File: config.mk
export PLATFORM = sky130hd
export DESIGN_NAME = tuc_obuf
export DESIGN_NICKNAME = d
export VERILOG_FILES = /design/src/rtl/core/tuc_obuf.sv
export SDC_FILE = /design/constraint.sdc
export NUM_CORES = 1
export LEC_CHECK = 0
export BUFFER_PORTS_ARGS = -buffer_cell sky130_fd_sc_hd__buf_2
export CORE_MARGIN = 5
export CORE_UTILIZATION = 42
export DETAILED_ROUTE_END_ITERATION = 6
export PLACE_DENSITY = 0.7
export SETUP_SLACK_MARGIN = 0.2
export SYNTH_ARGS = -nofsm -noshare
export SYNTH_HDL_FRONTEND = slang
export SYNTH_SLANG_ARGS = --single-unit
File: constraint.sdc
create_clock -name clk -period 1.55 [get_ports clk]
set_clock_uncertainty 0.15 [all_clocks]
set_input_delay 0 -clock clk [delete_from_list [all_inputs] [get_ports clk]]
set_output_delay 0 -clock clk [all_outputs]
set_load 0.01 [all_outputs]
File: src/rtl/core/tuc_obuf.sv
`timescale 1ns / 1ps
`default_nettype none
module tuc_obuf #(
	parameter int DW = 8
) (
	input  wire logic          clk,
	input  wire logic          arst_n,
	input  wire logic          in_v,
	input  wire logic [DW-1:0] in_data,
	output logic               en,
	output logic               m_axis_tvalid,
	input  wire logic          m_axis_tready,
	output logic [DW-1:0]      m_axis_tdata
);

	logic          out_v_q;
	logic          skid_v_q;
	logic [DW-1:0] out_d_q;
	logic [DW-1:0] skid_d_q;

	assign en = !skid_v_q;
	assign m_axis_tvalid = out_v_q;
	assign m_axis_tdata = out_d_q;

	always_ff @(posedge clk or negedge arst_n) begin
		if (!arst_n) begin
			out_v_q <= 1'b0;
			skid_v_q <= 1'b0;
		end else if (skid_v_q) begin
			if (m_axis_tready) begin
				out_v_q <= 1'b1;
				skid_v_q <= 1'b0;
			end
		end else if (in_v) begin
			if (out_v_q && !m_axis_tready) begin
				skid_v_q <= 1'b1;
			end else begin
				out_v_q <= 1'b1;
			end
		end else if (m_axis_tready) begin
			out_v_q <= 1'b0;
		end
	end

	always_ff @(posedge clk) begin
		if (skid_v_q) begin
			if (m_axis_tready) begin
				out_d_q <= skid_d_q;
			end
		end else if (in_v) begin
			if (out_v_q && !m_axis_tready) begin
				skid_d_q <= in_data;
			end else begin
				out_d_q <= in_data;
			end
		end
	end

endmodule
`default_nettype wire
# --- Word-level counts from Yosys, hierarchy flattened ---
# Cells that the tools add are included.
word_totals:
  ff_bits: 18
  input_bits: 12
  out_inout_bits: 10
  word_cells: 29
op_classes:
  mux: 13
  n_eq_ne: 3
  reduce_logical: 8
  bitwise_logic: 1
op_table:
  columns: ["op", "count"]
  rows:
  - ["8-bit 2-to-1 mux", 4]
  - ["1-bit 2-to-1 mux", 9]
  - ["3-bit AND reduction", 3]
  - ["2-bit != test (second input constant)", 2]
  - ["2-bit nonzero test", 2]
  - ["3-bit != test (second input constant)", 1]
  - ["1-bit zero test", 2]
  - ["1-bit logical AND", 1]
  - ["1-bit NOT", 1]

# --- Depth between registers and ports, before layout ---
# Gate-level depths: netlist of the first run.
logic_depth:
  word_depth: 5
  ltp_mapped: 3
  mapped_depth_nobuf: 2

# --- Worst setup path after synthesis of the first run ---
# OpenSTA, ideal clock, no wires.
synth_path:
  path_kind: "register -> register"
  from: "reg skid_v_q"
  to: "reg skid_d_q[0], enable pin"
  setup_ns: 0.370
  stages_incl_launch_ff: 3
  arrival_time_ns: 0.948
  path_buffers: 0
  setup_slack_ns: 0.082
  required_ns: 1.030
  cell_sequence: "dfrtp_1 > nand2b_1 > nor2_1"
synth_via:
  elab_chain_len: 2
synth_lines:
  columns: ["item", "line_no", "rtl"]
  rows:
  - ["from (decl)", "17", "logic skid_v_q;"]
  - ["from (signal assigned)", "28", "skid_v_q <= 1'b0;"]
  - ["from (signal assigned)", "32", "skid_v_q <= 1'b0;"]
  - ["from (signal assigned)", "36", "skid_v_q <= 1'b1;"]
  - ["1-bit NOT (no source line)", null, null]
  - ["3-bit AND reduction (no source line)", null, null]
  - ["to (signal assigned)", "52", "skid_d_q <= in_data;"]
  - ["to (decl)", "19", "logic [DW-1:0] skid_d_q;"]
# Every way passes these cells.
# A chain may end at the register's enable or synchronous reset.

# --- Worst setup path after layout of the first run ---
layout_path:
  from: "reg skid_v_q"
  to: "reg out_d_q[1], in the netlist m_axis_tdata[1] (data pin)"
layout_via:
  elab_chain_len: 1
layout_lines:
  columns: ["item", "line_no", "rtl"]
  rows:
  - ["8-bit 2-to-1 mux", "46", "if (skid_v_q) begin"]
  - ["to (signal assigned)", "48", "out_d_q <= skid_d_q;"]
  - ["to (signal assigned)", "54", "out_d_q <= in_data;"]
  - ["to (decl)", "18", "logic [DW-1:0] out_d_q;"]
# Every way passes these cells.

==> results of run 1 <==
## through the flow
step | hold WS [ns] | cells | util (%)
4_1_cts | 0.282 | 93 | 66.6
3_3_place_gp | -0.363 | 75 | 54.9
6_report | 0.281 | 93 | 67.0
3_5_place_dp | -0.362 | 75 | 54.9
2_1_floorplan | -0.446 | 37 | -
5_1_grt | 0.280 | 93 | 67.0
## path summary, 6_finish.rpt
kind / from / to / slack, ns / depth (start not counted)
worst min-delay path: in_data[5] / skid_d_q[5] / 0.28 / 2
min in group asynchronous: arst_n / m_axis_tvalid / 0.39 / 3
max in group asynchronous: arst_n / skid_v_q / 0.74 / 3
worst min register to register: skid_d_q[0] / m_axis_tdata[0] / 0.41 / 1
worst max-delay path: skid_v_q / m_axis_tdata[1] / 0.19 / 3
worst max register to register: skid_v_q / m_axis_tdata[1] / 0.19 / 3
## report_power, final
group          leakage [uW]  total [uW]  switching, uW  internal [uW]
Combinational      0.000234         189           79.7            109
Sequential         0.000174         586           12.0            574
Clock             0.0000154         227            133           93.5
## cell usage after synthesis (all sizes together)
| cell type | number |
|---|---|
| edfxtp | 16 |
| mux2 | 8 |
| nor2 | 3 |
| dfrtp | 2 |
| nand2b | 2 |
| a21oi | 1 |
| buf | 1 |
| inv | 1 |
| nand2 | 1 |
| nand3 | 1 |
| o22a | 1 |
## metal layers
| layer | wire (um) | global-route usage [%] | part of all wire, % |
|---|---|---|---|
| met2 | 593 | 18.0 | 51 |
| met1 | 459 | 10.9 | 39 |
| met3 | 101 | 3.78 | 8.6 |
| met5 | 0 | 0 | 0 |
| met4 | 14 | 3.83 | 1.2 |
## layout make-up
type                       instances  share of cell area [%]
inverter                           1                   0.363
timing repair buffer              37                    26.6
clock buffer                       3                    2.18
multi-input combinational         17                    17.2
clock inverter                     1                   0.363
sequential                        18                    51.3
tap                               16                    1.94
## cell families after synthesis
family	after synthesis	share of synthesized area (%)
mux	8	15.5
flops	18	75.7
simple gates	7	4.64
compound gates	2	1.96
buf+inv	2	2.14
## critical path: stages (launching register included)
cell	delay, ns
dfrtp_1	0.41
buf_6	0.15
buf_12	0.13
mux2_4	0.29
## registers in the layout, indices dropped and copies added, names as in the netlist
name and cells:
skid_v_q 1, m_axis_tvalid 1, m_axis_tdata 8, skid_d_q 8
## repair_timing
action | in CTS | in global routing
gates resized for setup | 4 | 2
buffers inserted | 2 | 0
pin swaps | 1 | 1
hold buffers | 12 | 0
endpoints found under the setup margin | 21 | 23
hold endpoints to repair | 20 | 0
## placed cells by master, fill, tap and decap left out
cell	n
buf_2	21
edfxtp_1	16
dlygate4sd3_1	12
mux2_4	6
clkbuf_4	3
nand2b_1	2
mux2_2	2
dfrtp_1	2
buf_6	2
inv_1	1
nor2_4	1
nor2_2	1
o22a_4	1
a21oi_1	1
nor2_1	1
nand2_1	1
nand3_1	1
clkinv_1	1
buf_12	1
buf_4	1
==> results.sh, run 1 <==
export IMPL_die_area_um2=2590
export IMPL_clkTransAtPathRegs_ns=0.09
export IMPL_start_util_pct=45.5
export IMPL_fin_crit_ns=1.36
export IMPL_core_area_um2=1540
export IMPL_synthTopCellsByArea="edfxtp_1 69%, mux2_4 11%, dfrtp_1 7.1%"
export IMPL_grt_pass1_vias=475
export IMPL_fp_dieH_um=50.8
export IMPL_cts_tree="done"
export IMPL_rows=14
export IMPL_place_area_um2=846
export IMPL_start_kind="register"
export IMPL_viasPerCell=4.77
export IMPL_tightest_slew_ns=0.227
export IMPL_synthesis_area_um2=701
export IMPL_cts_max_level=1
export IMPL_rsz0062_at_grt="true"
export IMPL_path_class="register to register"
export IMPL_drv_slew=0
export IMPL_pre_cts_ws_ns=0.117
export IMPL_fin_area_um2=1030
export IMPL_critPathCaptureType="register"
export IMPL_drt_wl_total_um=1170
export IMPL_synth_seq_cells=18
export IMPL_cp_arrival_ns=1.26
export IMPL_gp_congestion=0.682
export IMPL_yosysSeqAreaShare_pct=75.7
export IMPL_insertion_delay_ns=0.28
export IMPL_grt_first_pass_wirelength_um=1960
export IMPL_final_nets=90
export IMPL_io_pins=22
export IMPL_fillers=118
export IMPL_total_power_uw=1000
export IMPL_die_w_um=50.8
export IMPL_synth_nets=49
export IMPL_setup_tns_ns=0
export IMPL_hold_class="primary input to register"
export IMPL_finalSetupViolCount=0
export IMPL_via_count=444
export IMPL_diodes=0
export IMPL_antenna_found_initial=0
export IMPL_drt_first_iter_violations=7
export IMPL_clock_root_buffer="clkbuf_4"
export IMPL_slew_headroom_pct=84.8
export IMPL_dr_pass1_iters=2
export IMPL_ys_types=12
export IMPL_numClockSinks=18
export IMPL_outcome="finished clean"
export IMPL_drc_errors=0
export IMPL_cp_data_required_time_ns=1.45
export IMPL_syn_to_final_growth_pct=47.5
export IMPL_setup_slack_ns=0.189
export IMPL_max_clock_path_buffers=2
export IMPL_max_freq_ghz=0.735
export IMPL_cap_violations=0
export IMPL_drt_antenna_violating_nets=0
export IMPL_timing_final_crit_share_pct=87.8
export IMPL_portBuffers=21
export IMPL_syn_inst=37
export IMPL_ir_drop_v=0.000677
export IMPL_grt_use_total_pct=10.2
export IMPL_p_leak_uw=0.000424
export IMPL_power_density_nw_per_um2=969
export IMPL_syn_avg_cell_area_um2=18.9
export IMPL_cts_made_buffers=3
export IMPL_dp_final_hpwl_um=834
export IMPL_drive_gt1_share_pct=50.6
export IMPL_synth_top_area_share_pct=68.6
export IMPL_synth_top_area_cell="edfxtp_1"
export IMPL_final_hold_viol_count=0
export IMPL_multi_input_area_um2=178
export IMPL_grt_max_degree=11
export IMPL_routedWlPerCell_um=12.6
export IMPL_seq_area_um2=531
export IMPL_yosysWarningCount=0
export IMPL_path_max_fanout=5
export IMPL_gr_total_overflow=0
(Power assumes the default switching activity.)
==> inputs of run 2 (changes only) <==
--- a/config.mk
+++ b/config.mk
@@ -7,9 +7,9 @@
 export LEC_CHECK = 0
 export BUFFER_PORTS_ARGS = -buffer_cell sky130_fd_sc_hd__buf_2
 export CORE_MARGIN = 5
-export CORE_UTILIZATION = 42
+export CORE_UTILIZATION = 46
 export DETAILED_ROUTE_END_ITERATION = 6
-export PLACE_DENSITY = 0.7
+export PLACE_DENSITY = 0.73
 export SETUP_SLACK_MARGIN = 0.2
 export SYNTH_ARGS = -nofsm -noshare
 export SYNTH_HDL_FRONTEND = slang
==> constraint.sdc (replaced) <==
create_clock -name clk -period 1.65 [get_ports clk]
set_clock_uncertainty 0.15 [all_clocks]
set_input_delay 0.33 -clock clk [delete_from_list [all_inputs] [get_ports clk]]
set_output_delay 0.33 -clock clk [all_outputs]
set_load 0.01 [all_outputs]
==> results.sh, run 2 (synthesis results as in run 1) <==
export IMPL_start_util_pct=47.6
export IMPL_tightest_slew_ns=0.230
export IMPL_final_nets=77
export IMPL_clkTransAtPathRegs_ns=0.10
export IMPL_routedWlPerCell_um=14.9
export IMPL_grt_max_degree=11
export IMPL_gr_total_overflow=0
export IMPL_p_leak_uw=0.000361
export IMPL_rsz0062_at_grt="false"
export IMPL_fp_dieH_um=49.0
export IMPL_drt_antenna_violating_nets=0
export IMPL_finalSetupViolCount=0
export IMPL_outcome="finished clean"
export IMPL_r2r_slack_ns=0.29
export IMPL_timing_final_crit_share_pct=85.3
export IMPL_path_max_fanout=6
export IMPL_cts_made_buffers=3
export IMPL_max_freq_ghz=0.711
export IMPL_fillers=122
export IMPL_final_util_pct=60.2
export IMPL_cts_max_level=1
export IMPL_final_hold_viol_count=0
export IMPL_setup_tns_ns=0
export IMPL_cp_data_required_time_ns=1.17
export IMPL_clock_root_buffer="clkbuf_4"
export IMPL_grt_first_pass_wirelength_um=1960
export IMPL_cts_tree="done"
export IMPL_grt_use_total_pct=11.3
export IMPL_finalHoldWorstSlack_ns=0.0738
export IMPL_dp_final_hpwl_um=938
export IMPL_fin_crit_ns=1.41
export IMPL_dr_pass1_iters=1
export IMPL_final_cells=80
export IMPL_insertion_delay_ns=0.29
export IMPL_drc_errors=0
export IMPL_grt_pass1_vias=408
export IMPL_via_count=388
export IMPL_path_class="register to output port"
export IMPL_final_cell_mix="21 x buf_2, 16 x edfxtp_1, 5 x mux2_4"
export IMPL_rows=14
export IMPL_drt_first_iter_violations=0
export IMPL_power_density_nw_per_um2=1070
export IMPL_cp_arrival_ns=0.93
export IMPL_diodes=0
export IMPL_total_power_uw=952
export IMPL_seq_area_um2=532
export IMPL_die_area_um2=2400
export IMPL_hold_class="primary input to register"
export IMPL_io_pins=22
export IMPL_viasPerCell=4.85
export IMPL_syn_to_final_growth_pct=26.4
export IMPL_drv_slew=0
export IMPL_layout_commonest_cell="buf_2"
export IMPL_start_kind="register"
export IMPL_drive_gt1_share_pct=59.4
export IMPL_slew_headroom_pct=84.6
export IMPL_gp_congestion=0.674
export IMPL_critPathCaptureType="output port"
export IMPL_cap_violations=0
export IMPL_dp_cells=74
export IMPL_portBuffers=21
export IMPL_multi_input_area_um2=164
export IMPL_max_clock_path_buffers=2
export IMPL_ir_drop_v=0.000666
export IMPL_numClockSinks=18
export IMPL_core_area_um2=1470
export IMPL_die_w_um=49.0
export IMPL_antenna_found_initial=0
export IMPL_drt_wl_total_um=1190
[run 2: worst paths after layout]
kind | endpoint | startpoint | cells after the start
max | en | skid_v_q | 2
max reg2reg | m_axis_tdata[0] | skid_v_q | 2
min in group asynchronous | skid_v_q | arst_n | 2
max in group asynchronous | skid_v_q | arst_n | 2
min | skid_d_q[5] | in_data[5] | 1
min reg2reg | m_axis_tdata[3] | skid_d_q[3] | 1
[run 2: critical path, stage by stage (launching register included)]
cell     delay (ns)
dfrtp_2        0.46
inv_1          0.06
buf_2          0.12
[run 2: power by group]
group | switching, uW | total, uW | internal (uW)
clock network | 133 | 267 | 134
logic | 65.6 | 133 | 67.3
registers | 12.5 | 552 | 539
[run 2: repair_timing]
item / in CTS / in global routing
resized for setup: 1 / 2
gates cloned: 0 / 0
hold buffers: 1 / 0
hold endpoints to repair: 2 / 0
pin swaps: 0 / 0
endpoints found under the setup margin: 8 / 11
buffers inserted: 0 / 1
[run 2: layer usage]
layer / global-route usage, % / vias up / part of all wire (%)
met2: 19.1 / 18 / 49
met4: 8.07 / 0 / 2.4
met3: 2.75 / 4 / 7.7
met5: 0 / - / 0
met1: 12.1 / 171 / 41
li1: - / 195 / -
[run 2: area by class of cell]
| cell class | count | area share (%) |
|---|---|---|
| multi-input cells | 17 | 18.5 |
| repair buffers | 24 | 14.7 |
| clock buffers | 4 | 4.10 |
| inverters | 1 | 0.424 |
| well taps | 16 | 2.26 |
| flip-flops and latches | 18 | 60.0 |
[run 2: metrics by stage]
stage / instance area (um^2) / setup WS, ns
finish: 886 / 0.243
global route: 886 / 0.211
CTS: 876 / 0.221
detailed placement: 825 / 0.167
global placement: 825 / 0.232
floorplan: 703 / 0.241
==> inputs of run 3 (changes only) <==
--- a/config.mk
+++ b/config.mk
@@ -9,7 +9,8 @@
 export CORE_MARGIN = 5
 export CORE_UTILIZATION = 46
 export DETAILED_ROUTE_END_ITERATION = 6
-export PLACE_DENSITY = 0.73
+export MAX_ROUTING_LAYER = met4
+export PLACE_DENSITY_LB_ADDON = 0.25
 export SETUP_SLACK_MARGIN = 0.2
 export SYNTH_ARGS = -nofsm -noshare
 export SYNTH_HDL_FRONTEND = slang
==> results.sh, run 3 (synthesis results as in run 1) <==
export IMPL_power_density_nw_per_um2=997
export IMPL_hold_class="primary input to register"
export IMPL_drt_first_iter_violations=9
export IMPL_cts_tree="done"
export IMPL_gr_total_overflow=0
export IMPL_place_area_um2=840
export IMPL_fp_dieH_um=49.0
export IMPL_final_hold_viol_count=0
export IMPL_max_freq_ghz=0.698
export IMPL_tightest_slew_ns=0.197
export IMPL_grt_first_pass_wirelength_um=1790
export IMPL_clock_root_buffer="clkbuf_4"
export IMPL_antenna_found_initial=0
export IMPL_outcome="finished clean"
export IMPL_final_cell_mix="20 x buf_2, 16 x edfxtp_1, 5 x mux2_4"
export IMPL_layout_commonest_cell="buf_2"
export IMPL_rsz0062_at_grt="true"
export IMPL_start_kind="register"
export IMPL_drv_slew=0
export IMPL_rr_worst_depth=3
export IMPL_cts_made_buffers=3
export IMPL_die_area_um2=2400
export IMPL_critPathCaptureType="output port"
export IMPL_drive_gt1_share_pct=60.3
export IMPL_gp_congestion=0.688
export IMPL_clkTransAtPathRegs_ns=0.09
export IMPL_path_class="register to output port"
export IMPL_insertion_delay_ns=0.28
export IMPL_portBuffers=21
export IMPL_cap_violations=0
export IMPL_dr_pass1_iters=5
export IMPL_fin_crit_ns=1.43
export IMPL_numClockSinks=18
export IMPL_viasPerCell=4.83
export IMPL_die_w_um=49.0
export IMPL_max_clock_path_buffers=2
export IMPL_cp_data_required_time_ns=1.17
export IMPL_core_area_um2=1470
export IMPL_start_util_pct=47.6
export IMPL_drt_wl_total_um=1060
export IMPL_grt_use_total_pct=10.1
export IMPL_fin_area_um2=913
export IMPL_dp_final_hpwl_um=776
export IMPL_multi_input_area_um2=159
export IMPL_drt_antenna_violating_nets=0
export IMPL_cp_arrival_ns=0.95
export IMPL_drc_errors=0
export IMPL_io_pins=22
export IMPL_cts_max_level=1
export IMPL_setup_tns_ns=0
export IMPL_path_max_fanout=3
export IMPL_timing_final_crit_share_pct=86.8
export IMPL_finalSetupViolCount=0
export IMPL_syn_to_final_growth_pct=30.4
export IMPL_fillers=127
export IMPL_grt_pass1_vias=418
export IMPL_diodes=0
export IMPL_via_count=406
export IMPL_seq_area_um2=531
export IMPL_p_leak_uw=0.000381
export IMPL_routedWlPerCell_um=12.6
export IMPL_slew_headroom_pct=86.9
export IMPL_grt_max_degree=11
export IMPL_min_path_cells=1
export IMPL_final_nets=81
export IMPL_ir_drop_v=0.000656
export IMPL_rows=14
run 3: layer usage:
| metal | share of wire (%) | global-route usage, % | up-vias |
|---|---|---|---|
| met2 | 53 | 15.4 | 16 |
| met5 | 0 | - | - |
| met3 | 7.0 | 2.75 | 0 |
| met4 | 0 | 8.07 | 0 |
| met1 | 40 | 10.8 | 187 |
| li1 | - | - | 203 |
run 3: report_power, final:
| part | internal (uW) | switching [uW] |
|---|---|---|
| clock | 87.8 | 123 |
| combinational | 82.2 | 67.9 |
| sequential | 539 | 10.7 |
| total | 709 | 202 |
run 3: critical path, cell delays in order (launching register included):
cell and delay, ns:
dfrtp_1 0.41, buf_6 0.13, inv_2 0.04, buf_6 0.09
run 3: cell type report:
| type | instances | share of cell area (%) |
|---|---|---|
| timing repair buffer | 28 | 19.0 |
| multi-input combinational | 17 | 17.4 |
| inverter | 1 | 0.411 |
| clock inverter | 1 | 0.411 |
| sequential | 18 | 58.1 |
| tap | 16 | 2.19 |
| clock buffer | 3 | 2.47 |
run 3: metrics by stage:
stage / cells / hold WS [ns] / util [%] / setup slack (ns) / total power, uW
after global routing: 84 / 0.0530 / 62.1 / 0.150 / 962
after global placement: 76 / -0.0353 / 57.1 / 0.272 / 690
after floorplan: 37 / -0.116 / - / 0.241 / 638
after CTS: 82 / 0.0649 / 60.4 / 0.173 / 912
final: 84 / 0.0811 / 62.1 / 0.217 / 911
after detailed placement: 76 / -0.0336 / 57.1 / 0.243 / 691
run 3: path summary, 6_finish.rpt:
check                       startpoint               to  slack (ns)
setup / recovery              skid_v_q               en        0.22
hold / removal              in_data[2]      skid_d_q[2]        0.08
setup reg to reg              skid_v_q  m_axis_tdata[1]        0.28
hold reg to reg            skid_d_q[0]  m_axis_tdata[0]        0.41
max in group asynchronous       arst_n         skid_v_q        1.07
min in group asynchronous       arst_n    m_axis_tvalid        0.19
run 3: timing repair:
| item | 4_1_cts | 5_1_grt |
|---|---|---|
| resized for setup | 2 | 3 |
| hold buffers | 1 | 0 |
| hold endpoints to repair | 2 | 0 |
| setup endpoints to repair | 1 | 3 |
| buffers inserted | 1 | 2 |
